**src/rtl/core/bliir_pkg.sv**
```systemverilog
package bliir_pkg;

   localparam int MAX_BLOCK_WIDTH_DEF  = 64;
   localparam int FEEDFORWARD_TAPS_DEF = 16;
   localparam int FEEDBACK_TAPS_DEF    = 16;
   localparam int SAMPLE_BITS_DEF      = 16;

   localparam int ADDR_SPAN  = 16;
   localparam int COEF_BITS  = 16;
   localparam int ACC_BITS   = 48;
   localparam int PROD_BITS  = 80;
   localparam int CSR_IDX_BITS = 3;
   localparam logic [31:0] ONE_Q14 = 32'd16384;

   // register indexes
   localparam logic [CSR_IDX_BITS-1:0] CSR_BLOCK_WIDTH = 3'd0;
   localparam logic [CSR_IDX_BITS-1:0] CSR_FIR_LEN     = 3'd1;
   localparam logic [CSR_IDX_BITS-1:0] CSR_IIR_LEN     = 3'd2;
   localparam logic [CSR_IDX_BITS-1:0] CSR_COEF_ADDR   = 3'd3;
   localparam logic [CSR_IDX_BITS-1:0] CSR_COEF_VALUE  = 3'd4;
   localparam logic [CSR_IDX_BITS-1:0] CSR_NORM_INV    = 3'd5;

   typedef struct packed {
      logic signed [15:0] sample_re;
      logic signed [15:0] sample_im;
   } req_payload_type;

   typedef struct packed {
      logic signed [15:0] result_re;
      logic signed [15:0] result_im;
      logic               block_end;
      logic               saturated;
   } rsp_payload_type;

   typedef enum logic [3:0] {
      ST_CLEAR, ST_IDLE, ST_WRITE_X, ST_RD_FF, ST_MAC_FF, ST_RD_FB, ST_MAC_FB,
      ST_NORM_A, ST_NORM_B, ST_NORM_C, ST_ROUND, ST_OUT
   } state_type;

   // controller -> datapath
   typedef struct packed {
      logic clear_step;    // write zero at clr_ff
      logic clear_reset;   // zero accumulators
      logic write_x;       // store the request sample
      logic read_hist;     // issue history/coef read at tap
      logic read_fb;       // read from the feedback half of the table
      logic mac_ff;        // accumulate b*x
      logic mac_fb;        // subtract a*y
      logic norm_a;        // multiply phase 1
      logic norm_b;        // multiply phase 2
      logic norm_c;        // combine
      logic round;         // round and clip into result
      logic advance;       // write y, step lane/row
      logic [4:0] tap;
   } dp_cmd_type;

   typedef struct packed {
      logic clear_done;
      logic unit_a0;
   } dp_stat_type;

endpackage

```
**src/rtl/core/bliir_ctrl.sv**
```systemverilog
module bliir_ctrl (
   input  logic                   clock,
   input  logic                   reset,
   input  logic                   restart,
   input  logic                   req_valid,
   output logic                   req_stall,
   output logic                   rsp_valid,
   input  logic                   rsp_stall,
   input  logic [4:0]             ff_taps,
   input  logic [4:0]             fb_taps,
   input  bliir_pkg::dp_stat_type stat,
   output bliir_pkg::dp_cmd_type  cmd
);
   import bliir_pkg::*;

   state_type state_ff, state_in;
   logic [4:0] tap_ff, tap_in;
   logic       rsp_valid_ff, rsp_valid_in;

   // hold state, tap counter and response valid
   always_ff @(posedge clock) begin
      if (reset || restart) begin
         state_ff     <= ST_CLEAR;
         tap_ff       <= '0;
         rsp_valid_ff <= 1'b0;
      end else begin
         state_ff     <= state_in;
         tap_ff       <= tap_in;
         rsp_valid_ff <= rsp_valid_in;
      end
   end

   assign rsp_valid = rsp_valid_ff;

   // sequence one request through the shared multiply-accumulate
   always_comb begin
      state_in     = state_ff;
      tap_in       = tap_ff;
      rsp_valid_in = rsp_valid_ff && rsp_stall;
      req_stall    = 1'b1;
      cmd          = '0;
      cmd.tap      = tap_ff;
      unique case (state_ff)
         ST_CLEAR: begin
            cmd.clear_step = 1'b1;
            if (stat.clear_done) state_in = ST_IDLE;
         end
         ST_IDLE: begin
            req_stall = 1'b0;
            if (req_valid) begin
               cmd.write_x     = 1'b1;
               cmd.clear_reset = 1'b1;
               tap_in          = '0;
               state_in        = ST_RD_FF;
            end
         end
         ST_WRITE_X: state_in = ST_RD_FF;
         ST_RD_FF: begin
            cmd.read_hist = 1'b1;
            state_in      = ST_MAC_FF;
         end
         ST_MAC_FF: begin
            cmd.mac_ff = 1'b1;
            if (tap_ff + 5'd1 >= ff_taps) begin
               tap_in   = 5'd1;
               state_in = (fb_taps > 5'd1) ? ST_RD_FB : ST_NORM_A;
            end else begin
               tap_in   = tap_ff + 5'd1;
               state_in = ST_RD_FF;
            end
         end
         ST_RD_FB: begin
            cmd.read_hist = 1'b1;
            cmd.read_fb   = 1'b1;
            state_in      = ST_MAC_FB;
         end
         ST_MAC_FB: begin
            cmd.mac_fb = 1'b1;
            if (tap_ff + 5'd1 >= fb_taps) state_in = ST_NORM_A;
            else begin
               tap_in   = tap_ff + 5'd1;
               state_in = ST_RD_FB;
            end
         end
         ST_NORM_A: begin
            cmd.norm_a = !stat.unit_a0;
            state_in   = stat.unit_a0 ? ST_ROUND : ST_NORM_B;
         end
         ST_NORM_B: begin
            cmd.norm_b = 1'b1;
            state_in   = ST_NORM_C;
         end
         ST_NORM_C: begin
            cmd.norm_c = 1'b1;
            state_in   = ST_ROUND;
         end
         ST_ROUND: begin
            if (!(rsp_valid_ff && rsp_stall)) begin
               cmd.round    = 1'b1;
               cmd.advance  = 1'b1;
               rsp_valid_in = 1'b1;
               state_in     = ST_IDLE;
            end
         end
         ST_OUT: state_in = ST_IDLE;
         default: state_in = ST_IDLE;
      endcase
   end

endmodule

```
**config.mk**
```make
export PLATFORM = sky130hd
export DESIGN_NAME = bliir_ctrl
export DESIGN_NICKNAME = d
export VERILOG_FILES = /design/src/rtl/core/bliir_pkg.sv /design/src/rtl/core/bliir_ctrl.sv
export SDC_FILE = /design/constraint.sdc
export NUM_CORES = 1
export LEC_CHECK = 0
export BUFFER_PORTS_ARGS = -buffer_cell sky130_fd_sc_hd__buf_2
export CAP_MARGIN = 25
export CORE_ASPECT_RATIO = 1.4
export CORE_UTILIZATION = 49
export DETAILED_ROUTE_END_ITERATION = 8
export GPL_TIMING_DRIVEN = 1
export PLACE_DENSITY = 0.89
export REMOVE_ABC_BUFFERS = 1
export SLEW_MARGIN = 20
export SYNTH_ARGS = -nofsm -noshare
export SYNTH_HDL_FRONTEND = slang
export SYNTH_SLANG_ARGS = --single-unit
export TNS_END_PERCENT = 20
```
**constraint.sdc**
```tcl
create_clock -name clock -period 2.66 [get_ports clock]
set_clock_uncertainty 0.15 [all_clocks]
set_input_delay 0.399 -clock clock [delete_from_list [all_inputs] [get_ports clock]]
set_output_delay 0.399 -clock clock [all_outputs]
set_load 0.03 [all_outputs]
```
==> metrics.txt <==
# TYPE chip_impl_metric gauge
chip_impl_metric{name="timing.critical_path.required",unit="ns"} 2.66
chip_impl_info{name="cpLargestDelayFamily",value="compound AO/OA/AOI/OAI gates"} 1
chip_impl_metric{name="layout_setup_ws",unit="ns"} 0.08230
chip_impl_metric{name="power.sequential.fraction",unit="%"} 49.4
chip_impl_metric{name="postSynthRegisterBits",unit=""} 10
chip_impl_metric{name="fmax",unit="MHz"} 387.9
chip_impl_metric{name="stdcell_area",unit="um2"} 1176
chip_impl_metric{name="grt_pass1_vias",unit=""} 938
chip_impl_metric{name="globalplace.congestion",unit=""} 0.7879
chip_impl_info{name="cts.root.buffer_cell",value="sky130_fd_sc_hd__clkbuf_4"} 1
chip_impl_metric{name="floorplan.die_area",unit="um2"} 2187
chip_impl_metric{name="power_frac_clock",unit="%"} 34.2
chip_impl_metric{name="floorplan.rows",unit=""} 18
chip_impl_metric{name="fillers",unit=""} 168
chip_impl_metric{name="period_minus_slack",unit="ns"} 2.578
chip_impl_metric{name="count_of_buffers_from_port_buffering",unit=""} 35
chip_impl_metric{name="floorplan.initialDensity",unit="%"} 53.77
chip_impl_metric{name="netsw",unit="mW"} 0.08593
chip_impl_metric{name="dpl-instance-area",unit="um2"} 1145
chip_impl_metric{name="cpPeakStageDelay",unit="ns"} 0.37
chip_impl_metric{name="cts_buffers",unit=""} 3
chip_impl_metric{name="drt_drc_violations_left",unit=""} 0
chip_impl_metric{name="slew_viol_final",unit=""} 0
chip_impl_metric{name="wl_per_cell",unit="um"} 14.59
chip_impl_metric{name="first_iter_violations",unit=""} 10
chip_impl_info{name="worst_hold_path_type",value="primary input to flop"} 1
chip_impl_metric{name="num-nets-final",unit=""} 180
chip_impl_info{name="timing.critical_path.to_type",value="flop"} 1
chip_impl_info{name="worst_hold_startpoint",value="reset"} 1
chip_impl_metric{name="setup_violations",unit=""} 0
chip_impl_info{name="tritoncts",value="done"} 1
chip_impl_metric{name="cell_internal_pwr",unit="mW"} 0.2249
chip_impl_info{name="reg2reg_from",value="tap_ff[1]"} 1
chip_impl_metric{name="grt.overflow.total",unit=""} 0
chip_impl_metric{name="reg2reg_setup_slack",unit="ns"} 0.08
chip_impl_metric{name="clockBufferDepth",unit=""} 2
chip_impl_metric{name="power.total",unit="mW"} 0.3108
chip_impl_metric{name="pin_count_of_the_biggest_net_entering_global_routing",unit=""} 20
chip_impl_metric{name="global_route_wire_length_before_repair",unit="um"} 3774
chip_impl_metric{name="syn_avg_cell_area",unit="um2"} 8.243
chip_impl_metric{name="diodes",unit=""} 0
chip_impl_metric{name="clk_transition_reported_paths",unit="ns"} 0.07
chip_impl_info{name="outcome",value="completed"} 1
chip_impl_metric{name="critical_path_buf_inv_count",unit=""} 0
chip_impl_metric{name="hold_viol",unit=""} 0
chip_impl_metric{name="pwr-share-comb",unit="%"} 16.5
chip_impl_metric{name="post_syn_area",unit="um2"} 980.9
chip_impl_metric{name="die_h",unit="um"} 54.94
chip_impl_metric{name="cts_max_level",unit=""} 1
chip_impl_metric{name="power.switching_fraction",unit="%"} 27.65
chip_impl_info{name="criticalPathCategory",value="flop to flop"} 1
chip_impl_metric{name="path_max_fanout",unit=""} 4
chip_impl_metric{name="dr_total_vias",unit=""} 1041
chip_impl_metric{name="detailedPlace.worstSlack",unit="ns"} 0.08940
chip_impl_metric{name="boundaryPins",unit=""} 36
chip_impl_metric{name="postSynth.asyncResetShare",unit="%"} 0
chip_impl_metric{name="maxSlewHeadroom",unit="%"} 56.99
chip_impl_info{name="ys_dominant_reg_cell",value="sky130_fd_sc_hd__dfxtp_1"} 1
chip_impl_metric{name="detail_route.vias_per_cell",unit=""} 6.124
chip_impl_metric{name="max_cap_viol_count",unit=""} 0
chip_impl_metric{name="synth_seq_area_share",unit="%"} 20.41
chip_impl_metric{name="clock_sinks",unit=""} 10
chip_impl_metric{name="core_area",unit="um2"} 1824
chip_impl_info{name="crit_chain",value="ha_2, nand3_1, xnor2_1, ha_1, nand4_1, o22a_1, a31oi_2, nor3_2, a311o_1"} 1
chip_impl_metric{name="die_w",unit="um"} 39.82
chip_impl_metric{name="power_leakage",unit="nW"} 0.5911
chip_impl_metric{name="synthesis.instances",unit=""} 119
chip_impl_metric{name="clock_latency_of_the_later_clocked_register_in_the_worst_skew_pair",unit="ns"} 0.27
chip_impl_metric{name="vdd_drop_max",unit="V"} 0.0001894
chip_impl_metric{name="synth.lib_cells_used.distinct",unit=""} 45
chip_impl_metric{name="drt-total-wl",unit="um"} 2481
chip_impl_info{name="startpoint",value="tap_ff[1]"} 1
chip_impl_metric{name="power-per-cell-area",unit="nW/um2"} 264.2
chip_impl_metric{name="drt.antenna.violating_nets",unit=""} 0
chip_impl_metric{name="post-route-period-util",unit="%"} 96.91
chip_impl_metric{name="synth.yosys.warnings",unit=""} 0
chip_impl_metric{name="cp.arrival",unit="ns"} 2.58
chip_impl_info{name="worst_setup_path_start_kind",value="flop"} 1
chip_impl_metric{name="number_of_flops_mapped_to_enable_cells_by_yosys",unit=""} 0
chip_impl_metric{name="drive_gt1_share",unit="%"} 31.33
chip_impl_metric{name="cts.hold.buffers_added",unit=""} 0
chip_impl_info{name="unrepaired_setup_endpoints_after_global_routing",value="false"} 1
chip_impl_metric{name="antenna_violations_before_repair",unit=""} 0
chip_impl_info{name="slowest_stage",value="sky130_fd_sc_hd__dfxtp_1"} 1
chip_impl_metric{name="detailedRoute.firstPassIterationCount",unit=""} 4
chip_impl_metric{name="global_route.usage.total",unit="%"} 25.45
chip_impl_metric{name="synthToLayoutAreaGrowth",unit="%"} 19.90
chip_impl_metric{name="place_hpwl",unit="um"} 1897
chip_impl_metric{name="tightest_slew",unit="ns"} 0.6427
-- cell usage after synthesis, types with 2 or more instances --
master / instances / area share, %
sky130_fd_sc_hd__dfxtp_1: 10 / 20
sky130_fd_sc_hd__nor4b_1: 3 / 2.7
sky130_fd_sc_hd__a21boi_0: 2 / 1.5
sky130_fd_sc_hd__a21oi_1: 8 / 4.1
sky130_fd_sc_hd__a31oi_1: 2 / 1.3
sky130_fd_sc_hd__o31ai_1: 5 / 3.8
sky130_fd_sc_hd__nand2_1: 7 / 2.7
sky130_fd_sc_hd__and3_1: 3 / 1.9
sky130_fd_sc_hd__buf_4: 2 / 1.5
sky130_fd_sc_hd__a21o_1: 2 / 1.5
sky130_fd_sc_hd__nor3_1: 2 / 1.0
sky130_fd_sc_hd__buf_2: 2 / 1.0
sky130_fd_sc_hd__nand3b_1: 2 / 1.5
sky130_fd_sc_hd__o31a_1: 2 / 1.8
sky130_fd_sc_hd__ha_1: 11 / 14
sky130_fd_sc_hd__o21ai_0: 2 / 1.0
sky130_fd_sc_hd__nand4_1: 2 / 1.3
sky130_fd_sc_hd__nor2b_1: 2 / 1.3
sky130_fd_sc_hd__xnor2_1: 4 / 3.6
sky130_fd_sc_hd__inv_1: 9 / 3.4
sky130_fd_sc_hd__nor2_1: 5 / 1.9
sky130_fd_sc_hd__buf_1: 2 / 0.77
sky130_fd_sc_hd__nand3_1: 6 / 3.1
sky130_fd_sc_hd__nand2b_1: 2 / 1.3
sky130_fd_sc_hd__clkbuf_1: 2 / 0.77
-- state kept, by name (all words and copies together), names as in the netlist --
register	cells
rsp_valid	1
state_ff	4
tap_ff	5
-- cells in the final DEF (no fill, tap or decap), types with 2 or more instances in the layout --
cell	count
sky130_fd_sc_hd__a21boi_0	2
sky130_fd_sc_hd__a21o_1	2
sky130_fd_sc_hd__a21oi_1	8
sky130_fd_sc_hd__and3_1	3
sky130_fd_sc_hd__buf_2	35
sky130_fd_sc_hd__buf_4	2
sky130_fd_sc_hd__clkbuf_4	3
sky130_fd_sc_hd__dfxtp_1	10
sky130_fd_sc_hd__ha_1	10
sky130_fd_sc_hd__inv_1	9
sky130_fd_sc_hd__nand2_1	7
sky130_fd_sc_hd__nand2b_1	2
sky130_fd_sc_hd__nand3_1	6
sky130_fd_sc_hd__nand3b_1	2
sky130_fd_sc_hd__nand4_1	2
sky130_fd_sc_hd__nor2_1	5
sky130_fd_sc_hd__nor2b_1	2
sky130_fd_sc_hd__nor3_1	2
sky130_fd_sc_hd__nor4b_1	3
sky130_fd_sc_hd__o21ai_0	2
sky130_fd_sc_hd__o31a_1	2
sky130_fd_sc_hd__o31ai_1	5
sky130_fd_sc_hd__xnor2_1	4
-- worst reg2reg max path, cell delays in order, from the launching register on --
cell                      delay, ns
sky130_fd_sc_hd__dfxtp_1       0.37
sky130_fd_sc_hd__ha_2          0.24
sky130_fd_sc_hd__nand3_1       0.13
sky130_fd_sc_hd__xnor2_1       0.21
sky130_fd_sc_hd__ha_1          0.34
sky130_fd_sc_hd__nand4_1       0.09
sky130_fd_sc_hd__o22a_1        0.25
sky130_fd_sc_hd__a31oi_2       0.30
sky130_fd_sc_hd__nor3_2        0.07
sky130_fd_sc_hd__a311o_1       0.32
-- path summary, 6_finish.rpt --
check | depth (start not counted) | to
worst max register to register | 9 | tap_ff[2]
worst min register to register | 2 | tap_ff[1]
worst min-delay path | 3 | state_ff[3]
worst max-delay path | 9 | tap_ff[2]
-- metal layers --
layer / GRT usage [%] / up-vias / part of all wire (%)
met3: 3.600 / 10 / 4.5
met1: 24.26 / 482 / 38
met4: 8.046 / 0 / 3.1
met2: 52.19 / 43 / 54
li1: - / 506 / -
met5: 0 / - / 0
-- area by class of cell --
cell class / count / area, um2 / share of cell area, %
clock buffer: 3 / 22.52 / 1.915
inverter: 9 / 33.78 / 2.872
multi-input combinational: 91 / 704.4 / 59.89
sequential: 10 / 200.2 / 17.02
tap: 20 / 25.02 / 2.128
timing repair buffer: 37 / 190.2 / 16.17
-- timing repair --
action,in CTS,in global routing
endpoints found under the setup margin,0,3
gates resized for setup,0,2
setup buffers,0,0
-- cells by family (layout without fill, tap and decap cells) --
kind of cell	after synthesis	count (layout)	share of synthesized area, %
and+or+nand+nor	43	43	28.06
AOI/OAI and AO/OA	31	31	23.34
buffers and inverters	18	49	8.673
adders and majority gates	11	11	14.03
DFF	10	10	20.41
xor gates and xnor gates	5	5	4.464
muxes	1	1	1.020
-- power by group through the flow --
stage,sequential [mW],clock (mW),combinational [mW]
finish,0.153,0.106,0.0511
CTS,0.153,0.107,0.0509
global placement,0.157,0,0.0483
detailed placement,0.157,0,0.0505
global route,0.154,0.112,0.0567
floorplan,0.157,0,0.0286
-- through the flow --
step / std cells / hold slack, ns / utilization (%) / TNS, ns
final: 170 / 0.3193 / 64.47 / 0
after global routing: 170 / 0.3267 / 64.47 / 0
after CTS: 170 / 0.3191 / 63.99 / 0
after detailed placement: 167 / 0.3471 / 62.76 / 0
after global placement: 167 / 0.3279 / 62.76 / 0
after floorplan: 110 / 0.4233 / - / -0.07386
Note: power is estimated with default switching activity, not from simulation.
